<file path="src/design/ppd_pkg.sv">
// Shared types and constants for the primitive pair distance block.
package ppd_pkg;

    localparam logic [1:0] KIND_POINT = 2'd0;
    localparam logic [1:0] KIND_SEG   = 2'd1;
    localparam logic [1:0] KIND_RAY   = 2'd2;
    localparam logic [1:0] KIND_LINE  = 2'd3;

    localparam int N_CAND  = 4;
    // per candidate difference layout: w = P-Q, d = R-Q, v = P-R
    localparam int N_CDIFF = 6;
    localparam int D_WX    = 0;
    localparam int D_WY    = 1;
    localparam int D_DX    = 2;
    localparam int D_DY    = 3;
    localparam int D_VX    = 4;
    localparam int D_VY    = 5;
    // crossing test differences: e1 = B-A, e2 = D-C, e = C-A
    localparam int X_BASE  = N_CAND * N_CDIFF;
    localparam int X_E1X   = 0;
    localparam int X_E1Y   = 1;
    localparam int X_E2X   = 2;
    localparam int X_E2Y   = 3;
    localparam int X_EX    = 4;
    localparam int X_EY    = 5;
    localparam int N_DIFF  = X_BASE + 6;

    localparam int FIFO_AW    = 2;
    localparam int FIFO_DEPTH = 1 << FIFO_AW;

    typedef struct packed {
        logic [1:0]                k1;
        logic [1:0]                k2;
        logic [N_CAND-1:0]         act;
        logic [N_CAND-1:0][1:0]    kind;
    } t_ctrl;

endpackage

</file>
<file path="src/design/ppd_fifo.sv">
// Short queue between the front end and the arithmetic back end.
module ppd_fifo #(
    parameter int WIDTH = 8
) (
    input  logic             i_clk,
    input  logic             i_rst_n,
    input  logic             i_wr,
    input  logic [WIDTH-1:0] i_wdata,
    output logic             o_full,
    input  logic             i_rd,
    output logic [WIDTH-1:0] o_rdata,
    output logic             o_empty
);

    localparam int AW = ppd_pkg::FIFO_AW;

    logic [WIDTH-1:0] r_mem [ppd_pkg::FIFO_DEPTH];
    logic [AW-1:0]    r_wp, r_rp;
    logic [AW:0]      r_cnt;
    logic             wr_ok, rd_ok;

    assign o_full  = (r_cnt == (AW+1)'(ppd_pkg::FIFO_DEPTH));
    assign o_empty = (r_cnt == '0);
    assign wr_ok   = i_wr && !o_full;
    assign rd_ok   = i_rd && !o_empty;
    assign o_rdata = r_mem[r_rp];

    always_ff @(posedge i_clk) begin
        if (wr_ok) begin
            r_mem[r_wp] <= i_wdata;
        end
    end

    always_ff @(posedge i_clk) begin
        if (!i_rst_n) begin
            r_wp  <= '0;
            r_rp  <= '0;
            r_cnt <= '0;
        end else begin
            if (wr_ok) r_wp <= r_wp + 1'b1;
            if (rd_ok) r_rp <= r_rp + 1'b1;
            if (wr_ok && !rd_ok) r_cnt <= r_cnt + 1'b1;
            else if (rd_ok && !wr_ok) r_cnt <= r_cnt - 1'b1;
        end
    end

endmodule

</file>
<file path="config.mk">
export PLATFORM = sky130hd
export DESIGN_NAME = ppd_fifo
export DESIGN_NICKNAME = d
export VERILOG_FILES = /design/src/design/ppd_pkg.sv /design/src/design/ppd_fifo.sv
export SDC_FILE = /design/constraint.sdc
export NUM_CORES = 1
export LEC_CHECK = 0
export BUFFER_PORTS_ARGS = -buffer_cell sky130_fd_sc_hd__buf_2
export CAP_MARGIN = 5
export CORE_ASPECT_RATIO = 0.5
export CORE_MARGIN = 8
export CORE_UTILIZATION = 55
export CTS_CLUSTER_SIZE = 20
export DETAILED_ROUTE_END_ITERATION = 10
export PLACE_DENSITY_LB_ADDON = 0.1
export SLEW_MARGIN = 20
export SYNTH_ARGS = -nofsm -noshare
export SYNTH_HDL_FRONTEND = slang
export SYNTH_SLANG_ARGS = --single-unit
export TNS_END_PERCENT = 30
</file>
<file path="constraint.sdc">
create_clock -name i_clk -period 2.5 [get_ports i_clk]
set_clock_uncertainty 0.05 [all_clocks]
set_input_delay 0.25 -clock i_clk [delete_from_list [all_inputs] [get_ports i_clk]]
set_output_delay 0.25 -clock i_clk [all_outputs]
set_load 0.1 [all_outputs]
</file>
==> results.json <==
{
  "cts_buffer_depth": 2,
  "die-area_mm2": 0.00509,
  "hp-class": "primary input to flop",
  "path_max_fanout": 8,
  "diodes": 0,
  "seq_area_frac_synth": 0.696,
  "synth_fp_nets": 108,
  "rows": 14,
  "yosysWarnings": 0,
  "worst_skew_pair.late_latency_ns": 0.28,
  "synth_edf_count": 32,
  "syn_area_mm2": 0.00164,
  "cp-start-kind": "flop",
  "layout-drive-gt1-share": 0.397,
  "dp_slack_ns": 0.378,
  "crit_path_end_kind": "primary output",
  "synth_area_leader_cell": "edfxtp_1",
  "tightest_slew_ns": 0.543,
  "cts_buffers": 5,
  "antenna_left": 0,
  "syn_inst": 90,
  "drv_slew": 0,
  "area_growth_pct": 17.9,
  "yosys-top-cells-count": "edfxtp_1, dfxtp_1, and2_1, mux4_2, ha_1",
  "timing.fmax_ghz": 0.461,
  "die_w_um": 93.2,
  "hold_viol_final": 0,
  "synth.top_cells.by_area": "edfxtp_1, dfxtp_1, mux4_2",
  "fillCellCount": 202,
  "fin_crit_sh": 0.868,
  "grt-ovfl-total": 0,
  "critPathArrivalTime_ns": 1.87,
  "coreArea_mm2": 0.00293,
  "yosys_register_bits": 41,
  "synthMostInstantiatedCell": "edfxtp_1",
  "post_drt_wl_per_cell_um": 17.4,
  "register_area_mm2": 0.00115,
  "r2r-start": "r_cnt[1]",
  "synth_cell_types": 23,
  "cts_resized": 0,
  "r2r_setup_slack_ns": 0.37,
  "period_needed_ns": 2.17,
  "grt_max_degree": 14,
  "clock_tree.root_cell": "clkbuf_8",
  "grt_pass1_wl_um": 4430,
  "num-nets-final": 133,
  "drt_wl_total_um": 2720,
  "clk_pin_slew_ns": 0.07,
  "cts_tree": "done",
  "drt_iter0_markers": 33,
  "dpl.hpwl_um": 2020,
  "gp_congestion": 0.633,
  "grt_pass1_vias": 923,
  "crit_end": "o_rdata[2]",
  "portBuffers": 21,
  "fin_tns_setup_ns": 0,
  "first_pass_iters": 4,
  "drc": 0,
  "multi_input_area_um2": 477,
  "reg2reg_to": "r_cnt[2]",
  "cts.hold.buffers_added": 0,
  "post_cts_buffers": 0,
  "async_reset_ff_frac": 0,
  "h-tree-depth": 2,
  "vias": 811,
  "grt_usage": 0.122,
  "start_util": 0.560,
  "viasPerCell": 5.20,
  "worstSetupPathType": "flop to primary output",
  "setup_viol": 0,
  "grt_antenna_before_repair": 0,
  "setup_slack_ns": 0.331,
  "io_pins": 22,
  "slew_headroom": 0.638,
  "rsz0062_at_grt": "false",
  "timing.hold.ws_ns": 0.125,
  "status": "finished clean",
  "avgSynthCellArea_um2": 18.2,
  "clock-sinks": 41,
  "drv_cap": 0,
  "ff2ff_path_depth": 7,
  "netlist.area_leader.share": 0.586,
  "fin_util": 0.660,
  "synth-main-ff-cell": "edfxtp_1",
  "crit_required_ns": 2.20,
  "die_y_um": 54.6
}
-- kinds of logic after synthesis --
logic type                 count (synthesis)  synth area share
muxes                                     11             0.128
adders and majority gates                  6            0.0504
DFF                                       41             0.696
AOI/OAI and AO/OA                          4            0.0206
xor gates and xnor gates                   4            0.0214
buffers and inverters                      7            0.0214
and+or+nand+nor                           17            0.0618
-- flip-flops by register name, indices dropped and copies added (netlist names), named ones only --
register  cells
r_cnt         3
r_mem        32
r_rp          2
r_wp          2
-- per-stage QoR --
step                instances  instance area [um2]
floorplan                  90                 1660
global placement          148                 1800
detailed placement        148                 1800
CTS                       156                 1930
global route              156                 1930
finish                    156                 1930
-- worst min-delay path by stage --
stage / cells after the start / endpoint / slack (ns) / startpoint
final: 1 / r_mem[2][3] / 0.13 / i_wdata[3]
after global routing: 1 / r_mem[2][6] / 0.11 / i_wdata[6]
after CTS: 1 / r_mem[2][3] / 0.12 / i_wdata[3]
after detailed placement: 1 / r_mem[1][3] / 0.42 / i_wdata[3]
after global placement: 1 / r_mem[0][1] / 0.41 / i_wdata[1]
after floorplan: 0 / r_mem[0][0] / 0.30 / i_wdata[0]
-- area by class of cell --
cell class / instances / share of cell area
multi-input cells: 42 / 0.247
clock inverters: 3 / 0.0337
well taps: 40 / 0.0259
clock buffers: 5 / 0.0356
inverters: 3 / 0.00583
repair buffers: 22 / 0.0583
flip-flops and latches: 41 / 0.594
-- cells in the final DEF, fill, tap and decap left out --
master / instances
a21boi_1: 1
dfxtp_1: 6
o21ai_0: 1
xnor2_1: 3
mux2i_1: 3
nor3b_4: 1
buf_2: 21
ha_2: 1
and2_1: 8
inv_1: 2
nor2b_1: 2
mux4_2: 8
buf_4: 1
clkbuf_8: 5
nor3_2: 1
clkinv_2: 1
ha_1: 4
dfxtp_4: 1
bufinv_16: 2
dfxtp_2: 2
xor2_1: 1
or3_1: 1
nand2_1: 4
edfxtp_1: 32
fa_1: 1
o311ai_1: 1
inv_2: 1
o31ai_2: 1
-- critical path, stage by stage, from the launching register on --
cell     delay [ns]
dfxtp_1        0.67
mux4_2         0.60
buf_2          0.31
-- layer usage --
| layer | global-route usage | vias to the layer above | wire, um |
|---|---|---|---|
| met5 | 0 | - | 0 |
| met4 | 0.0475 | 0 | 34 |
| met3 | 0.0547 | 7 | 167 |
| met2 | 0.223 | 21 | 1380 |
| met1 | 0.126 | 395 | 1140 |
| li1 | - | 388 | - |
Power is not shown: default switching activity piles up to over one toggle a cycle in this logic, so the estimate is an artifact.
