--- config.mk ---
export PLATFORM = sky130hd
export DESIGN_NAME = ppd_front
export DESIGN_NICKNAME = d
export VERILOG_FILES = /design/src/design/ppd_pkg.sv /design/src/design/ppd_front.sv
export SDC_FILE = /design/constraint.sdc
export NUM_CORES = 1
export LEC_CHECK = 0
export BUFFER_PORTS_ARGS = -buffer_cell sky130_fd_sc_hd__buf_2
export CORE_AREA = 2 2 333 335
export DETAILED_ROUTE_END_ITERATION = 10
export DIE_AREA = 0 0 335 337
export PLACE_DENSITY = 0.51
export RECOVER_POWER = 50
export SLEW_MARGIN = 20
export SYNTH_ARGS = -nofsm -noshare
export SYNTH_HDL_FRONTEND = slang
export SYNTH_SLANG_ARGS = --single-unit
--- constraint.sdc ---
create_clock -name vclk -period 8.4
set_clock_uncertainty 0.05 [all_clocks]
set_input_delay 0.42 -clock vclk [all_inputs]
set_output_delay 0.42 -clock vclk [all_outputs]
set_load 0.02 [all_outputs]
--- src/design/ppd_pkg.sv ---
// Shared types and constants for the primitive pair distance block.
package ppd_pkg;

    localparam logic [1:0] KIND_POINT = 2'd0;
    localparam logic [1:0] KIND_SEG   = 2'd1;
    localparam logic [1:0] KIND_RAY   = 2'd2;
    localparam logic [1:0] KIND_LINE  = 2'd3;

    localparam int N_CAND  = 4;
    // per candidate difference layout: w = P-Q, d = R-Q, v = P-R
    localparam int N_CDIFF = 6;
    localparam int D_WX    = 0;
    localparam int D_WY    = 1;
    localparam int D_DX    = 2;
    localparam int D_DY    = 3;
    localparam int D_VX    = 4;
    localparam int D_VY    = 5;
    // crossing test differences: e1 = B-A, e2 = D-C, e = C-A
    localparam int X_BASE  = N_CAND * N_CDIFF;
    localparam int X_E1X   = 0;
    localparam int X_E1Y   = 1;
    localparam int X_E2X   = 2;
    localparam int X_E2Y   = 3;
    localparam int X_EX    = 4;
    localparam int X_EY    = 5;
    localparam int N_DIFF  = X_BASE + 6;

    localparam int FIFO_AW    = 2;
    localparam int FIFO_DEPTH = 1 << FIFO_AW;

    typedef struct packed {
        logic [1:0]                k1;
        logic [1:0]                k2;
        logic [N_CAND-1:0]         act;
        logic [N_CAND-1:0][1:0]    kind;
    } t_ctrl;

endpackage

--- src/design/ppd_front.sv ---
// Front end: degenerate object folding, candidate selection and coordinate differences.
module ppd_front #(
    parameter int COORD_BITS = 21
) (
    input  logic [3:0]                                  i_func,
    input  logic signed [COORD_BITS-1:0]                i_a_x,
    input  logic signed [COORD_BITS-1:0]                i_a_y,
    input  logic signed [COORD_BITS-1:0]                i_b_x,
    input  logic signed [COORD_BITS-1:0]                i_b_y,
    input  logic signed [COORD_BITS-1:0]                i_c_x,
    input  logic signed [COORD_BITS-1:0]                i_c_y,
    input  logic signed [COORD_BITS-1:0]                i_d_x,
    input  logic signed [COORD_BITS-1:0]                i_d_y,
    output ppd_pkg::t_ctrl                              o_ctrl,
    output logic [ppd_pkg::N_DIFF-1:0][COORD_BITS:0]    o_diff
);

    logic [1:0] k1, k2;
    logic [ppd_pkg::N_CAND-1:0][COORD_BITS-1:0] px, py, qx, qy, rx, ry;

    function automatic logic [COORD_BITS:0] sub(input logic [COORD_BITS-1:0] p,
                                                 input logic [COORD_BITS-1:0] q);
        return {p[COORD_BITS-1], p} - {q[COORD_BITS-1], q};
    endfunction

    // candidates: A and B against object CD, C and D against object AB
    assign px = {i_d_x, i_c_x, i_b_x, i_a_x};
    assign py = {i_d_y, i_c_y, i_b_y, i_a_y};
    assign qx = {i_a_x, i_a_x, i_c_x, i_c_x};
    assign qy = {i_a_y, i_a_y, i_c_y, i_c_y};
    assign rx = {i_b_x, i_b_x, i_d_x, i_d_x};
    assign ry = {i_b_y, i_b_y, i_d_y, i_d_y};

    assign k1 = (i_a_x == i_b_x && i_a_y == i_b_y) ? ppd_pkg::KIND_POINT : i_func[3:2];
    assign k2 = (i_c_x == i_d_x && i_c_y == i_d_y) ? ppd_pkg::KIND_POINT : i_func[1:0];

    always_comb begin
        o_ctrl.k1      = k1;
        o_ctrl.k2      = k2;
        // two lines that miss each other fall back to A against line CD
        o_ctrl.act[0]  = (k1 != ppd_pkg::KIND_LINE) || (k2 == ppd_pkg::KIND_LINE);
        o_ctrl.act[1]  = (k1 == ppd_pkg::KIND_SEG);
        o_ctrl.act[2]  = (k2 != ppd_pkg::KIND_LINE);
        o_ctrl.act[3]  = (k2 == ppd_pkg::KIND_SEG);
        o_ctrl.kind[0] = k2;
        o_ctrl.kind[1] = k2;
        o_ctrl.kind[2] = k1;
        o_ctrl.kind[3] = k1;
        for (int c = 0; c < ppd_pkg::N_CAND; c++) begin
            o_diff[c*ppd_pkg::N_CDIFF+ppd_pkg::D_WX] = sub(px[c], qx[c]);
            o_diff[c*ppd_pkg::N_CDIFF+ppd_pkg::D_WY] = sub(py[c], qy[c]);
            o_diff[c*ppd_pkg::N_CDIFF+ppd_pkg::D_DX] = sub(rx[c], qx[c]);
            o_diff[c*ppd_pkg::N_CDIFF+ppd_pkg::D_DY] = sub(ry[c], qy[c]);
            o_diff[c*ppd_pkg::N_CDIFF+ppd_pkg::D_VX] = sub(px[c], rx[c]);
            o_diff[c*ppd_pkg::N_CDIFF+ppd_pkg::D_VY] = sub(py[c], ry[c]);
        end
        o_diff[ppd_pkg::X_BASE+ppd_pkg::X_E1X] = sub(i_b_x, i_a_x);
        o_diff[ppd_pkg::X_BASE+ppd_pkg::X_E1Y] = sub(i_b_y, i_a_y);
        o_diff[ppd_pkg::X_BASE+ppd_pkg::X_E2X] = sub(i_d_x, i_c_x);
        o_diff[ppd_pkg::X_BASE+ppd_pkg::X_E2Y] = sub(i_d_y, i_c_y);
        o_diff[ppd_pkg::X_BASE+ppd_pkg::X_EX]  = sub(i_c_x, i_a_x);
        o_diff[ppd_pkg::X_BASE+ppd_pkg::X_EY]  = sub(i_c_y, i_a_y);
    end

endmodule

==> results.json, run 1 <==
{
  "startpoint_type": "input port",
  "synth_common_cells": "420 x ha_1, 326 x a21oi_1, 284 x inv_1, 252 x a21o_1, 238 x buf_4",
  "place.gp.congestion": 1.002,
  "seqCellArea_um2": 0,
  "slew_viol_final": 4,
  "die_area_um2": 112900,
  "grt.overflow.total": 0,
  "fillers": 12610,
  "synth_area_um2": 22610,
  "worst_ep_arrival_time_ns": 4.61,
  "via_count": 25640,
  "rows": 122,
  "maxCapViolCount": 1,
  "worst_pin_slew_ns": 1.570,
  "vdd_drop_max_uv": 82.95,
  "nNetsFinal": 4331,
  "failed_checks": "capacitance limit, slew limit",
  "synth_top_cell_by_area": "ha_1",
  "status": "complete, but fails checks",
  "seq_area_frac_synth_pct": 0,
  "slew_headroom_pct": -5.401,
  "n_sequential_cell": 0,
  "avgRoutedWirePerCell_um": 25.79,
  "drt_pass1_iterations": 5,
  "cts_resized": 0,
  "cp-end-kind": "output port",
  "grt_pass1_wl_um": 181700,
  "finalSetupViolCount": 0,
  "synth_top_area_share_pct": 23.24,
  "die_height_um": 337,
  "syn-instance-count": 3227,
  "antenna_found_initial": 15,
  "crit_required_ns": 7.93,
  "wl_um": 132700,
  "ant_nets": 0,
  "grt_pass1_vias": 24730,
  "drt_iter0_drc": 1833,
  "grt_use_total_pct": 22.05,
  "fin_util_pct": 23.69,
  "die_x_um": 335,
  "min_path_type": "input port to output port",
  "yosysMostFrequentCell": "ha_1",
  "fin_crit_ns": 5.076,
  "multi_input_area_um2": 19140,
  "crit_fanout": 6,
  "detailedPlacementHpwl_um": 119000,
  "start_util_pct": 20.63,
  "layout.cells.non_filler": 5148,
  "area_growth_pct": 14.83,
  "yosys_warnings": 0,
  "layout-drive-gt1-share_pct": 15.58,
  "max_freq_mhz": 197.0,
  "dpl.cell_count": 5143,
  "clkbuf_count": 0,
  "core_area_um2": 109600,
  "p_per_area_nw_per_um2": 145.4,
  "synth.net_count": 3839,
  "rsz0062_at_grt": "no",
  "avgSynthCellArea_um2": 7.006,
  "io_pins": 848,
  "placement.io_buffers": 848,
  "hold_buffers": 0,
  "drc": 0,
  "p_leak_nw": 13.34,
  "tns_ns": 0,
  "synth_area_leaders": "ha_1 23%, a21o_1 8.4%, xnor2_1 8.4%",
  "final_hold_viol_count": 0,
  "finalCritPeriodShare_pct": 60.42,
  "crit_type": "input port to output port",
  "vias_per_cell": 4.980,
  "synth.distinct_cells": 80,
  "grt_max_degree": 19,
  "post_cts_buffers": 0
}
[stage by stage]
stage / area [µm²] / hold WS [ns] / setup WS [ns] / power, W
floorplan: 22610 / 0.8681 / 4.409 / 0.002590
global placement: 26390 / 1.075 / 3.606 / 0.003864
detailed placement: 26390 / 1.071 / 3.648 / 0.003854
CTS: 26390 / 1.071 / 3.644 / 0.003872
global route: 25960 / 1.086 / 3.161 / 0.004007
finish: 25960 / 1.070 / 3.324 / 0.003776
[power by group]
part | total (W) | internal (W) | switching (W)
sequential | 0 | 0 | 0
clock | 0.0000000000804 | 0.0000000000804 | 0
combinational | 0.00378 | 0.00108 | 0.00269
total | 0.00378 | 0.00108 | 0.00269
[routing by layer]
metal | global-route usage [%] | wire (µm) | vias up
met2 | 41.60 | 67410 | 1108
met3 | 2.490 | 7561 | 174
met5 | 0 | 21 | -
li1 | - | - | 11980
met4 | 7.194 | 5162 | 4
met1 | 25.64 | 52590 | 12370
[area by class of cell]
class	instances	share of cell area [%]
Multi-Input combinational cell	2566	73.73
Timing Repair Buffer	867	15.24
Tap cell	1426	6.873
Inverter	284	4.106
Antenna cell	5	0.04820
[critical path, stage by stage]
cell	delay [ns]
clkbuf_1	0.30
inv_1	0.28
ha_1	0.37
nor2b_1	0.12
o21ai_0	0.13
a21oi_1	0.26
o21ai_0	0.39
o311ai_0	1.15
o21ai_0	0.31
a21oi_1	0.23
xor2_1	0.38
buf_2	0.25
[logic make-up (layout without fill, tap and decap cells)]
family,count (synthesis),count (layout),synth area share (%)
AOI/OAI and AO/OA,1054,1054,30.15
xor gates and xnor gates,352,352,13.64
adders and majority gates,440,440,25.02
buffers and inverters,661,1151,15.37
muxes,7,7,0.3099
other,0,5,0
and+or+nand+nor,713,713,15.52
[cells in the final DEF (no fill, tap or decap), types with 78 or more instances in the layout]
master and n:
inv_1 284, nor2_1 184, a21o_1 252, o21ai_0 168, nand2_1 174, xnor2_1 215, buf_2 526, ha_1 420
xor2_1 136, nor2b_1 78, clkbuf_1 329, a21oi_1 325
[final timing paths]
check,start,slack [ns],to,depth (start not counted)
max,i_a_x[1],3.32,o_diff[459],12
min,i_func[1],1.07,o_ctrl[11],3
Power figures use the tool's default switching activity.
==> run 2: changes to the inputs <==
--- a/config.mk
+++ b/config.mk
@@ -6,10 +6,10 @@
 export NUM_CORES = 1
 export LEC_CHECK = 0
 export BUFFER_PORTS_ARGS = -buffer_cell sky130_fd_sc_hd__buf_2
-export CORE_AREA = 2 2 333 335
+export CORE_AREA = 2 2 332 334
 export DETAILED_ROUTE_END_ITERATION = 10
-export DIE_AREA = 0 0 335 337
-export PLACE_DENSITY = 0.51
+export DIE_AREA = 0 0 334 336
+export PLACE_DENSITY = 0.53
 export RECOVER_POWER = 50
 export SLEW_MARGIN = 20
 export SYNTH_ARGS = -nofsm -noshare
==> constraint.sdc (replaced) <==
create_clock -name vclk -period 4.2
set_clock_uncertainty 0.05 [all_clocks]
set_input_delay 0.21 -clock vclk [all_inputs]
set_output_delay 0.21 -clock vclk [all_outputs]
set_load 0.02 [all_outputs]
==> results.json, run 2 (same netlist as run 1, synthesis figures left out) <==
{
  "drt_iter0_drc": 2221,
  "ant_nets": 0,
  "grt_pass1_wl_um": 181900,
  "drt_pass1_iterations": 6,
  "finalCritPeriodShare_pct": 96.71,
  "placement.io_buffers": 848,
  "post_cts_buffers": 0,
  "crit_fanout": 5,
  "nNetsFinal": 4375,
  "max_freq_mhz": 246.2,
  "crit_type": "input port to output port",
  "final_hold_viol_count": 0,
  "die_height_um": 336,
  "rsz0062_at_grt": "no",
  "crit_path_start": "i_c_x[1]",
  "n_sequential_cell": 0,
  "die_x_um": 334,
  "core_area_um2": 108400,
  "fillers": 12490,
  "wl_um": 133400,
  "place.gp.congestion": 1.022,
  "status": "complete, no violations",
  "avgRoutedWirePerCell_um": 25.73,
  "hold_buffers": 0,
  "slew_headroom_pct": 35.83,
  "worst_pin_slew_ns": 0.9540,
  "area_growth_pct": 16.13,
  "grt_max_degree": 19,
  "via_count": 25820,
  "seqCellArea_um2": 0,
  "finalSetupViolCount": 0,
  "rows": 121,
  "layout_common_cells": "536 x buf_2, 420 x ha_1, 327 x clkbuf_1",
  "min_from": "i_func[1]",
  "io_pins": 848,
  "clkbuf_count": 0,
  "tns_ns": 0,
  "maxCapViolCount": 0,
  "grt_pass1_vias": 24960,
  "detailedPlacementHpwl_um": 120200,
  "layout_commonest_cell": "buf_2",
  "antenna_found_initial": 21,
  "die_area_um2": 112200,
  "worst_ep_arrival_time_ns": 3.80,
  "drc": 0,
  "min_path_type": "input port to output port",
  "cp-end-kind": "output port",
  "grt_use_total_pct": 22.11,
  "crit_required_ns": 3.94,
  "start_util_pct": 20.86,
  "layout-drive-gt1-share_pct": 16.54,
  "fin_crit_ns": 4.062,
  "fin_util_pct": 24.22,
  "cts_resized": 0,
  "startpoint_type": "input port",
  "vias_per_cell": 4.981,
  "grt.overflow.total": 0,
  "slew_viol_final": 0
}
## run 2: area by class of cell
class	count	area [µm²]	share of cell area (%)
multi-input combinational	2566	19130	72.85
timing repair buffer	911	4270	16.26
tap	1414	1769	6.738
inverter	284	1066	4.060
antenna	9	22.52	0.08578
## run 2: worst max-delay path: stages
cell and delay, ns:
clkbuf_1 0.29, inv_1 0.14, fa_1 0.48, a21oi_1 0.23
o21ai_0 0.22, a211oi_1 0.30, o21ai_1 0.22, o31ai_2 0.38
o21ai_1 0.23, a21oi_1 0.78, buf_2 0.31
## run 2: per-layer routing
metal / part of all wire, % / track usage (%) / vias to the layer above
met5: 0.025 / 0 / -
met4: 4.2 / 7.341 / 6
met3: 5.0 / 2.111 / 177
met2: 52 / 42.78 / 1092
met1: 39 / 25.10 / 12470
li1: - / - / 12080
## run 2: worst paths after layout
check,endpoint,slack [ns],cells past startpoint
worst max-delay path,o_diff[60],0.14,11
worst min-delay path,o_ctrl[11],0.65,3
## run 2: per-stage QoR
step / cell area, µm² / setup WS, ns / hold WS, ns / cells
floorplan: 22610 / 0.6286 / 0.4481 / 3227
global placement: 26690 / 0.1322 / 0.6457 / 5175
detailed placement: 26690 / 0.08640 / 0.6489 / 5175
CTS: 26690 / 0.06480 / 0.6493 / 5175
global route: 26240 / 0.001495 / 0.6597 / 5179
finish: 26260 / 0.1383 / 0.6482 / 5184
